File: config.mk
export PLATFORM = sky130hd
export DESIGN_NAME = mac_table_with_aging_and_class_slots
export DESIGN_NICKNAME = d
export VERILOG_FILES = /design/src/hw/rtl/mtac_pkg.sv /design/src/hw/rtl/mac_table_with_aging_and_class_slots.sv /design/src/hw/rtl/mtac_ram.sv /design/src/hw/rtl/mtac_ctrl.sv /design/src/hw/rtl/mtac_dp.sv
export SDC_FILE = /design/constraint.sdc
export NUM_CORES = 2
export LEC_CHECK = 0
export BUFFER_PORTS_ARGS = -buffer_cell sky130_fd_sc_hd__buf_2
export CORE_ASPECT_RATIO = 1.4
export CORE_MARGIN = 3
export CORE_UTILIZATION = 35
export DETAILED_ROUTE_END_ITERATION = 10
export SYNTH_ARGS = -nofsm -noshare
export SYNTH_HDL_FRONTEND = slang
export SYNTH_SLANG_ARGS = --single-unit
File: constraint.sdc
create_clock -name clk -period 10 [get_ports clk]
set_input_delay 1 -clock clk [delete_from_list [all_inputs] [get_ports clk]]
set_output_delay 1 -clock clk [all_outputs]
set_load 0.05 [all_outputs]
File: src/hw/rtl/mtac_pkg.sv
`timescale 1ns / 1ps
package mtac_pkg;

	localparam int ADDR_W      = 48;
	localparam int TIME_W      = 32;
	localparam int CFG_W       = 8;
	localparam int CFG_IDX_W   = 2;
	localparam int CLASS_W     = 6;
	localparam int ENTRIES_DEF = 32;

	localparam logic [CFG_W-1:0] TIMEOUT_RST = 8'd5;
	localparam logic [CFG_W-1:0] PERIOD_RST  = 8'd5;

	localparam logic [CFG_IDX_W-1:0] REG_TIMEOUT = 2'd0;
	localparam logic [CFG_IDX_W-1:0] REG_PERIOD  = 2'd1;

	localparam logic OP_ADD  = 1'b0;
	localparam logic OP_TICK = 1'b1;

	localparam logic ACT_ALLOW    = 1'b0;
	localparam logic ACT_DISALLOW = 1'b1;

	typedef enum logic [2:0] {
		ST_IDLE,
		ST_ADD_SCAN,
		ST_SW_RD,
		ST_SW_CHK,
		ST_SW_MOV
	} state_t;

	typedef struct packed {
		logic load_add;
		logic tick;
		logic scan_rd;
		logic refresh;
		logic append;
		logic sw_next;
		logic sw_kill;
		logic sw_move;
		logic sw_end;
	} cmd_t;

	typedef struct packed {
		logic hit;
		logic more;
		logic full;
		logic stale;
		logic sweep_due;
	} sts_t;

endpackage

File: src/hw/rtl/mac_table_with_aging_and_class_slots.sv
`timescale 1ns / 1ps
// Learning table of up to ENTRIES 48-bit addresses with per-entry age and class slot. A request
// is taken when start is high while busy is low. An add scans the table one entry per cycle
// through the read port of the entry RAM: busy stays high until the address is found or every
// entry has been read. A newly learned address gives one allow result in the cycle in which busy
// falls. A tick that does not start a sweep is absorbed in its own cycle and busy stays low. A
// sweep reads and checks each entry in turn; an expired entry is freed and the last entry is
// moved into its hole, and its disallow result is given out at the next expiry or at the end
// of the sweep. Results appear on result_strobe for exactly one cycle and cannot be held off, so
// the receiver must take every strobe. The configuration channel always accepts and must only be
// written while busy is low.
module mac_table_with_aging_and_class_slots #(
	parameter int ENTRIES = mtac_pkg::ENTRIES_DEF
) (
	input  logic                               clk,
	input  logic                               arst_n,
	input  logic                               start,
	output logic                               busy,
	input  logic                               op,
	input  logic [mtac_pkg::ADDR_W-1:0]        mac,
	input  logic                               cfg_valid,
	output logic                               cfg_ready,
	input  logic [mtac_pkg::CFG_IDX_W-1:0]     cfg_index,
	input  logic [mtac_pkg::CFG_W-1:0]         cfg_data,
	output logic                               result_strobe,
	output logic                               action,
	output logic [mtac_pkg::ADDR_W-1:0]        addr_out,
	output logic [mtac_pkg::CLASS_W-1:0]       class_id,
	output logic                               last
);

	mtac_pkg::cmd_t cmd;
	mtac_pkg::sts_t sts;

	assign cfg_ready = 1'b1;

	mtac_ctrl u_ctrl (
		.clk    (clk),
		.arst_n (arst_n),
		.start  (start),
		.op     (op),
		.sts    (sts),
		.cmd    (cmd),
		.busy   (busy)
	);

	mtac_dp #(
		.ENTRIES (ENTRIES)
	) u_dp (
		.clk           (clk),
		.arst_n        (arst_n),
		.mac           (mac),
		.cfg_we        (cfg_valid && cfg_ready),
		.cfg_index     (cfg_index),
		.cfg_data      (cfg_data),
		.cmd           (cmd),
		.sts           (sts),
		.result_strobe (result_strobe),
		.action        (action),
		.addr_out      (addr_out),
		.class_id      (class_id),
		.last          (last)
	);

endmodule

File: src/hw/rtl/mtac_ram.sv
`timescale 1ns / 1ps
module mtac_ram #(
	parameter int WIDTH = 8,
	parameter int DEPTH = 32,
	parameter int AW    = $clog2(DEPTH)
) (
	input  logic             clk,
	input  logic             we,
	input  logic [AW-1:0]    waddr,
	input  logic [WIDTH-1:0] wdata,
	input  logic [AW-1:0]    raddr,
	output logic [WIDTH-1:0] rdata
);

	logic [WIDTH-1:0] mem_q [DEPTH];
	logic [WIDTH-1:0] rdata_q;

	always_ff @(posedge clk) begin
		if (we) begin
			mem_q[waddr] <= wdata;
		end
		rdata_q <= mem_q[raddr];
	end

	assign rdata = rdata_q;

endmodule

File: src/hw/rtl/mtac_ctrl.sv
`timescale 1ns / 1ps
module mtac_ctrl (
	input  logic            clk,
	input  logic            arst_n,
	input  logic            start,
	input  logic            op,
	input  mtac_pkg::sts_t  sts,
	output mtac_pkg::cmd_t  cmd,
	output logic            busy
);

	mtac_pkg::state_t state_q;
	mtac_pkg::state_t state_d;

	always_ff @(posedge clk or negedge arst_n) begin
		if (!arst_n) begin
			state_q <= mtac_pkg::ST_IDLE;
		end else begin
			state_q <= state_d;
		end
	end

	always_comb begin
		state_d = state_q;
		cmd     = '0;
		unique case (state_q)
			mtac_pkg::ST_IDLE: begin
				if (start) begin
					if (op == mtac_pkg::OP_ADD) begin
						cmd.load_add = 1'b1;
						state_d      = mtac_pkg::ST_ADD_SCAN;
					end else begin
						cmd.tick = 1'b1;
						if (sts.sweep_due) begin
							state_d = mtac_pkg::ST_SW_RD;
						end
					end
				end
			end
			mtac_pkg::ST_ADD_SCAN: begin
				if (sts.hit) begin
					cmd.refresh = 1'b1;
					state_d     = mtac_pkg::ST_IDLE;
				end else if (sts.more) begin
					cmd.scan_rd = 1'b1;
				end else begin
					cmd.append = !sts.full;
					state_d    = mtac_pkg::ST_IDLE;
				end
			end
			mtac_pkg::ST_SW_RD: begin
				if (sts.more) begin
					state_d = mtac_pkg::ST_SW_CHK;
				end else begin
					cmd.sw_end = 1'b1;
					state_d    = mtac_pkg::ST_IDLE;
				end
			end
			mtac_pkg::ST_SW_CHK: begin
				if (sts.stale) begin
					cmd.sw_kill = 1'b1;
					state_d     = mtac_pkg::ST_SW_MOV;
				end else begin
					cmd.sw_next = 1'b1;
					state_d     = mtac_pkg::ST_SW_RD;
				end
			end
			mtac_pkg::ST_SW_MOV: begin
				cmd.sw_move = 1'b1;
				state_d     = mtac_pkg::ST_SW_RD;
			end
			default: begin
				state_d = mtac_pkg::ST_IDLE;
			end
		endcase
	end

	assign busy = (state_q != mtac_pkg::ST_IDLE);

endmodule

File: src/hw/rtl/mtac_dp.sv
`timescale 1ns / 1ps
module mtac_dp #(
	parameter int ENTRIES = mtac_pkg::ENTRIES_DEF
) (
	input  logic                                 clk,
	input  logic                                 arst_n,
	input  logic [mtac_pkg::ADDR_W-1:0]          mac,
	input  logic                                 cfg_we,
	input  logic [mtac_pkg::CFG_IDX_W-1:0]       cfg_index,
	input  logic [mtac_pkg::CFG_W-1:0]           cfg_data,
	input  mtac_pkg::cmd_t                       cmd,
	output mtac_pkg::sts_t                       sts,
	output logic                                 result_strobe,
	output logic                                 action,
	output logic [mtac_pkg::ADDR_W-1:0]          addr_out,
	output logic [mtac_pkg::CLASS_W-1:0]         class_id,
	output logic                                 last
);

	localparam int IW = $clog2(ENTRIES);
	localparam int CW = $clog2(ENTRIES + 1);
	localparam int AW = mtac_pkg::ADDR_W;
	localparam int TW = mtac_pkg::TIME_W;
	localparam int EW = AW + TW + IW;

	logic [mtac_pkg::CFG_W-1:0] timeout_q;
	logic [mtac_pkg::CFG_W-1:0] period_q;
	logic [mtac_pkg::CFG_W-1:0] countdown_q;
	logic [TW-1:0]              now_q;
	logic [CW-1:0]              count_q;
	logic [CW-1:0]              idx_q;
	logic [CW-1:0]              cnt_dec;
	logic [IW-1:0]              cmp_idx_q;
	logic                       cmp_vld_q;
	logic [ENTRIES-1:0]         slot_used_q;
	logic                       free_found_q;
	logic [IW-1:0]              free_slot_q;
	logic [AW-1:0]              mac_q;
	logic                       pend_vld_q;
	logic [AW-1:0]              pend_addr_q;
	logic [IW-1:0]              pend_slot_q;

	logic                       strobe_q;
	logic                       action_q;
	logic [AW-1:0]              addr_q;
	logic [mtac_pkg::CLASS_W-1:0] class_q;
	logic                       last_q;

	logic          ram_we;
	logic [IW-1:0] ram_waddr;
	logic [EW-1:0] ram_wdata;
	logic [IW-1:0] ram_raddr;
	logic [EW-1:0] ram_rdata;

	logic [AW-1:0] rd_mac;
	logic [TW-1:0] rd_time;
	logic [IW-1:0] rd_slot;
	logic [TW-1:0] age;
	logic [IW-1:0] new_slot;

	logic          emit;
	logic          e_action;
	logic [AW-1:0] e_addr;
	logic [IW-1:0] e_slot;
	logic          e_last;
	logic [IW:0]   e_slot_inc;

	mtac_ram #(
		.WIDTH (EW),
		.DEPTH (ENTRIES),
		.AW    (IW)
	) u_ram (
		.clk   (clk),
		.we    (ram_we),
		.waddr (ram_waddr),
		.wdata (ram_wdata),
		.raddr (ram_raddr),
		.rdata (ram_rdata)
	);

	assign rd_mac  = ram_rdata[EW-1 -: AW];
	assign rd_time = ram_rdata[IW +: TW];
	assign rd_slot = ram_rdata[IW-1:0];
	assign age     = now_q - rd_time;
	assign cnt_dec = count_q - CW'(1);
	assign new_slot = free_found_q ? free_slot_q : count_q[IW-1:0];

	assign sts.hit       = cmp_vld_q && (rd_mac == mac_q);
	assign sts.more      = (idx_q < count_q);
	assign sts.full      = (count_q == CW'(ENTRIES));
	assign sts.stale     = (age > TW'(timeout_q));
	assign sts.sweep_due = (countdown_q == '0);

	always_comb begin
		ram_raddr = idx_q[IW-1:0];
		if (cmd.sw_kill) begin
			ram_raddr = cnt_dec[IW-1:0];
		end
	end

	always_comb begin
		ram_we    = 1'b0;
		ram_waddr = idx_q[IW-1:0];
		ram_wdata = ram_rdata;
		if (cmd.refresh) begin
			ram_we    = 1'b1;
			ram_waddr = cmp_idx_q;
			ram_wdata = {rd_mac, now_q, rd_slot};
		end else if (cmd.append) begin
			ram_we    = 1'b1;
			ram_waddr = count_q[IW-1:0];
			ram_wdata = {mac_q, now_q, new_slot};
		end else if (cmd.sw_move) begin
			ram_we = 1'b1;
		end
	end

	always_comb begin
		emit     = 1'b0;
		e_action = mtac_pkg::ACT_DISALLOW;
		e_addr   = pend_addr_q;
		e_slot   = pend_slot_q;
		e_last   = 1'b0;
		if (cmd.append) begin
			emit     = 1'b1;
			e_action = mtac_pkg::ACT_ALLOW;
			e_addr   = mac_q;
			e_slot   = new_slot;
			e_last   = 1'b1;
		end else if (cmd.sw_kill) begin
			emit = pend_vld_q;
		end else if (cmd.sw_end) begin
			emit   = pend_vld_q;
			e_last = 1'b1;
		end
	end

	assign e_slot_inc = (IW + 1)'(e_slot) + (IW + 1)'(1);

	always_ff @(posedge clk or negedge arst_n) begin
		if (!arst_n) begin
			timeout_q <= mtac_pkg::TIMEOUT_RST;
			period_q  <= mtac_pkg::PERIOD_RST;
		end else if (cfg_we) begin
			unique case (cfg_index)
				mtac_pkg::REG_TIMEOUT: timeout_q <= cfg_data;
				mtac_pkg::REG_PERIOD:  period_q  <= cfg_data;
				default: begin
				end
			endcase
		end
	end

	// seconds counter and sweep countdown
	always_ff @(posedge clk or negedge arst_n) begin
		if (!arst_n) begin
			now_q       <= '0;
			countdown_q <= '0;
		end else if (cmd.tick) begin
			now_q <= now_q + TW'(1);
			if (countdown_q == '0) begin
				countdown_q <= (period_q == '0) ? '0 : period_q - 8'd1;
			end else begin
				countdown_q <= countdown_q - 8'd1;
			end
		end
	end

	always_ff @(posedge clk or negedge arst_n) begin
		if (!arst_n) begin
			count_q      <= '0;
			idx_q        <= '0;
			cmp_vld_q    <= 1'b0;
			slot_used_q  <= '0;
			free_found_q <= 1'b0;
			pend_vld_q   <= 1'b0;
			strobe_q     <= 1'b0;
		end else begin
			cmp_vld_q <= cmd.scan_rd;
			strobe_q  <= emit;
			if (cmd.load_add || (cmd.tick && sts.sweep_due)) begin
				idx_q        <= '0;
				free_found_q <= 1'b0;
				pend_vld_q   <= 1'b0;
			end
			if (cmd.scan_rd) begin
				idx_q <= idx_q + CW'(1);
				if (!free_found_q && !slot_used_q[idx_q[IW-1:0]]) begin
					free_found_q <= 1'b1;
				end
			end
			if (cmd.sw_next) begin
				idx_q <= idx_q + CW'(1);
			end
			if (cmd.append) begin
				count_q               <= count_q + CW'(1);
				slot_used_q[new_slot] <= 1'b1;
			end
			if (cmd.sw_kill) begin
				count_q              <= cnt_dec;
				slot_used_q[rd_slot] <= 1'b0;
				pend_vld_q           <= 1'b1;
			end
		end
	end

	always_ff @(posedge clk) begin
		if (cmd.load_add) begin
			mac_q <= mac;
		end
		if (cmd.scan_rd) begin
			cmp_idx_q <= idx_q[IW-1:0];
			if (!free_found_q) begin
				free_slot_q <= idx_q[IW-1:0];
			end
		end
		if (cmd.sw_kill) begin
			pend_addr_q <= rd_mac;
			pend_slot_q <= rd_slot;
		end
		if (emit) begin
			action_q <= e_action;
			addr_q   <= e_addr;
			class_q  <= mtac_pkg::CLASS_W'(e_slot_inc);
			last_q   <= e_last;
		end
	end

	assign result_strobe = strobe_q;
	assign action        = action_q;
	assign addr_out      = addr_q;
	assign class_id      = class_q;
	assign last          = last_q;

endmodule
==> results.py <==
metrics = {
    "detailed_routing": {
        "detailroute.wirelength.met2_um": 182000,
        "drt-pass1-iter-count": 9,
        "via_per_inst": 5.74,
        "vias": 78500,
        "routedWlPerCell_um": 27.5,
        "detail_route.wirelength_um": 376000,
        "met3RoutedLength_um": 31500,
        "drc": 0,
        "highest_layer": "met5",
        "drt_iter0_drc": 10300,
        "wl_met1_um": 144000,
        "antenna_violating_nets_post_route": 0,
    },
    "cells_and_area": {
        "multi_input_comb_area_sq_mm": 0.0280,
        "ff_latch_area_sq_mm": 0.0911,
        "layout_commonest_cell": "sky130_fd_sc_hd__edfxtp_1",
        "finish.cell_count_without_fillers": 13700,
        "fin_nets": 8937,
        "fraction_of_layout_cells_with_a_size_suffix_above_1_pct": 9.54,
        "nFillCells": 31800,
        "final_cell_mix": "sky130_fd_sc_hd__edfxtp_1, sky130_fd_sc_hd__nand2_1, sky130_fd_sc_hd__a21oi_1, sky130_fd_sc_hd__a22oi_1, sky130_fd_sc_hd__o22ai_1",
        "syn2layout_area_growth_pct": 12.5,
    },
    "cts": {
        "cts.reportedPaths.clkPinSlew_ps": 60,
        "tritoncts": "built",
        "clockBufferDepth": 4,
        "cts_hold_buf": 0,
        "cts_htree_levels": 5,
        "clock_latency_ps": 880,
        "cts.sinks": 3079,
        "cts.root.buffer_cell": "sky130_fd_sc_hd__clkbuf_16",
        "cts_inserted_buffers": 290,
        "post_cts_buffers": 0,
        "ctsResizeCount": 0,
    },
    "power_and_ir_drop": {
        "switching_share_pct": 35.2,
        "power.ir.vdd_worst_v": 0.000255,
        "power_frac_clock_pct": 26.6,
        "internal_power_mw": 26.6,
        "sequentialPowerShare_pct": 42.2,
        "comb_power_share_pct": 31.2,
        "power_density_mw_per_mm2": 300,
        "total_leakage_power_nw": 44.9,
        "p_switching_mw": 14.5,
    },
    "sta": {
        "final_max_slew_viol_count": 0,
        "timing_worst_slew_pin_value_ps": 1350,
        "min_period_ps": 8240,
        "slew-limit-headroom_pct": 9.29,
        "worst_case_setup_margin_in_the_final_layout_ps": 1760,
        "final-setup-viol-count": 0,
        "hold-worst-slack_ps": 179,
        "worst_clock_skew_ps": 55.6,
        "hold_violations": 0,
        "totalNegativeSetupSlack_ps": 0,
        "unrepaired_setup_endpoints_after_global_routing": "false",
        "max_freq_mhz": 121,
        "timing.final.crit_share_pct": 82.4,
    },
    "logic_synthesis": {
        "syn-instance-count": 8827,
        "synth_nets": 8944,
        "ys_seq_elements": 3079,
        "synthesis.yosys.warnings": 0,
        "synth.avg_cell_area_sq_um": 13.8,
        "synth-adder-area-share_pct": 0.562,
        "synth_enable_flop_cells": 2887,
        "yosysSeqAreaShare_pct": 74.9,
        "synth_area_sq_mm": 0.122,
        "synth_compound_area_share_pct": 13.2,
        "post_synth_mux_area_share_pct": 0.474,
        "synth_top_family_by_area": "compound AO/OA/AOI/OAI gates",
        "synth-main-ff-cell": "sky130_fd_sc_hd__edfxtp_1",
        "post-synth-top-area-fraction_pct": 71.3,
        "synth_top_area_cell": "sky130_fd_sc_hd__edfxtp_1",
        "synth-simple-area-share_pct": 7.59,
        "async_reset_ff_share_pct": 3.48,
        "synth_area_leaders": "sky130_fd_sc_hd__edfxtp_1, sky130_fd_sc_hd__a21oi_1, sky130_fd_sc_hd__nand2_1, sky130_fd_sc_hd__a22oi_1, sky130_fd_sc_hd__dfrtp_1",
        "synth.lib_cells_used.distinct": 95,
        "synth-xor-area-share_pct": 0.806,
    },
    "floorplan": {
        "num_io_pins": 122,
        "die_h_um": 704,
        "die-width_um": 504,
        "start_util_pct": 35.2,
        "core_region_area_sq_mm": 0.345,
        "dieArea_sq_mm": 0.355,
        "placement_rows": 255,
    },
    "grt": {
        "grt_max_degree": 220,
        "grt.overflow.total": 0,
        "wire_length_of_the_first_global_routing_pass_um": 532000,
        "first_global_vias": 75600,
        "number_of_antenna_violations_at_the_first_check_in_global_routing": 17,
        "grt_usage_pct": 20.3,
    },
    "place": {
        "placed_cells_incl_taps": 13200,
        "placement.setup.worst_slack_ps": 1920,
        "hpwl_um": 195000,
        "finalWeightedCongestion": 0.863,
        "io_buffers": 120,
    },
    "worst_setup_path": {
        "cp-start-kind": "register",
        "cp_data_arrival_time_ps": 8970,
        "worst_setup_path_end_kind": "register",
        "crit_path_max_fanout": 40,
        "delay_of_the_slowest_critical_path_stage_ps": 710,
        "category_of_the_most_critical_setup_path": "register to register",
        "crit_required_ps": 10730,
        "worstPathCellList": "ha_1 -> a21o_1 -> or3_1 -> o21ai_1 -> xnor2_1 -> ha_1 -> a21oi_1 -> o21a_1 -> nand2b_1 -> o21ai_0 -> o2111ai_1 -> or4b_4 -> nor4b_4 -> nand3_2 -> nand2_1 -> inv_4 -> buf_4 -> mux2i_4 -> nor2_1 -> nand2_4 -> buf_4 -> o22ai_1 -> nor4_2",
        "slowest_stage": "sky130_fd_sc_hd__nand2_4",
    },
    "outcome": {
        "status": "finished, final reports clean",
    },
    "min_path": {
        "tightest_hold_check_type": "input port to asynchronous set/reset pin",
    },
    "job": {
        "max_cap_viol_count": 0,
    },
}
==> kinds of logic (layout without fill, tap and decap cells) <==
group,after synthesis,after routing
flops,3079,3079
compound gates,2684,2684
simple gates,2196,2196
buf+inv,660,881
xor+xnor,112,112
fa+ha+maj,54,54
mux,41,41
other cells,1,3
==> per-layer routing <==
metal	GRT usage (%)	vias up
li1	-	33500
met4	9.22	8
met5	0	-
met3	2.96	888
met2	34.1	4057
met1	26.0	40000
==> synth_stat cells, drive strengths merged (6+ instances only) <==
cell type	number
nand3	47
xnor2	47
nor4	94
inv	75
o21a	22
mux2	20
o2111ai	9
o21ai	102
xor2	65
dfrtp	103
o22ai	332
and3	26
mux4	10
a211oi	22
a21o	14
o211ai	11
o31ai	6
buf	405
a22oi	658
nor3b	9
a22o	6
clkbuf	179
nand2b	12
dfxtp	85
or3	6
and2	7
ha	53
nand2	1773
nor2b	6
a31oi	23
nand4	29
edfxtp	2887
mux2i	11
nor3	36
a21oi	1429
nor2	123
==> area by class of cell <==
class,instances,share of cell area [%]
Tap cell,4626,4.23
Antenna cell,2,0.00366
Sequential cell,3079,66.5
Timing Repair Buffer,285,1.83
Multi-Input combinational cell,5088,20.4
Clock inverter,118,0.848
Clock buffer,402,5.90
Inverter,76,0.214
==> stage by stage <==
step | instance area (sq um) | power, mW | util [%]
after detailed placement | 128000 | 30.2 | 37.0
after CTS | 137000 | 41.1 | 39.6
after global placement | 128000 | 29.9 | 37.0
after global routing | 137000 | 42.8 | 39.6
final | 137000 | 41.1 | 39.6
after floorplan | 122000 | 26.0 | -
==> power by group through the flow <==
| stage | combinational, mW | sequential, mW | clock (mW) |
|---|---|---|---|
| after floorplan | 8.74 | 17.3 | 0 |
| after global placement | 12.3 | 17.6 | 0 |
| after detailed placement | 12.6 | 17.6 | 0 |
| after CTS | 12.7 | 17.3 | 11.1 |
| after global routing | 13.9 | 17.4 | 11.6 |
| final | 12.8 | 17.3 | 10.9 |
==> worst max-delay path, delay by kind of cell, from the launching register on <==
kind	cells	cell delay, ps
buf+inv	3	1460
xor+xnor	1	160
mux	1	440
fa+ha+maj	2	680
flops	1	410
compound gates	7	1470
simple gates	9	3340
==> sequential cells by signal, summed over array words and instances, names as in the netlist, 3 cells and up <==
| register | cells |
|---|---|
| u_dp.u_ram.mem_q | 2720 |
| u_dp.u_ram.rdata | 85 |
| u_dp.addr_out | 48 |
| u_dp.mac_q | 48 |
| u_dp.pend_addr_q | 48 |
| u_dp.now_q | 32 |
| u_dp.slot_used_q | 32 |
| u_dp.countdown_q | 8 |
| u_dp.period_q | 8 |
| u_dp.timeout_q | 8 |
| u_dp.class_id | 6 |
| u_dp.count_q | 6 |
| u_dp.idx_q | 6 |
| u_dp.cmp_idx_q | 5 |
| u_dp.free_slot_q | 5 |
| u_dp.pend_slot_q | 5 |
| u_ctrl.state_q | 3 |
==> final timing paths <==
| path | cells past startpoint | from | endpoint | slack (ps) |
|---|---|---|---|---|
| max in group asynchronous | 2 | arst_n | u_dp.now_q[28]$_DFFE_PN0P_ | 8480 |
| worst min register to register | 0 | u_dp.u_ram.rdata[66]$_DFF_P_ | u_dp.pend_addr_q[29]$_DFFE_PN_ | 490 |
| worst max-delay path | 23 | u_dp.now_q[6]$_DFFE_PN0P_ | u_dp.u_ram.rdata[56]$_DFF_P_ | 1760 |
| worst max register to register | 23 | u_dp.now_q[6]$_DFFE_PN0P_ | u_dp.u_ram.rdata[56]$_DFF_P_ | 1760 |
| worst min-delay path | 1 | arst_n | u_dp.slot_used_q[23]$_DFF_PN0_ | 180 |
| min in group clk | 1 | mac[18] | u_dp.mac_q[18]$_DFFE_PP_ | 290 |
(Power assumes the default switching activity.)
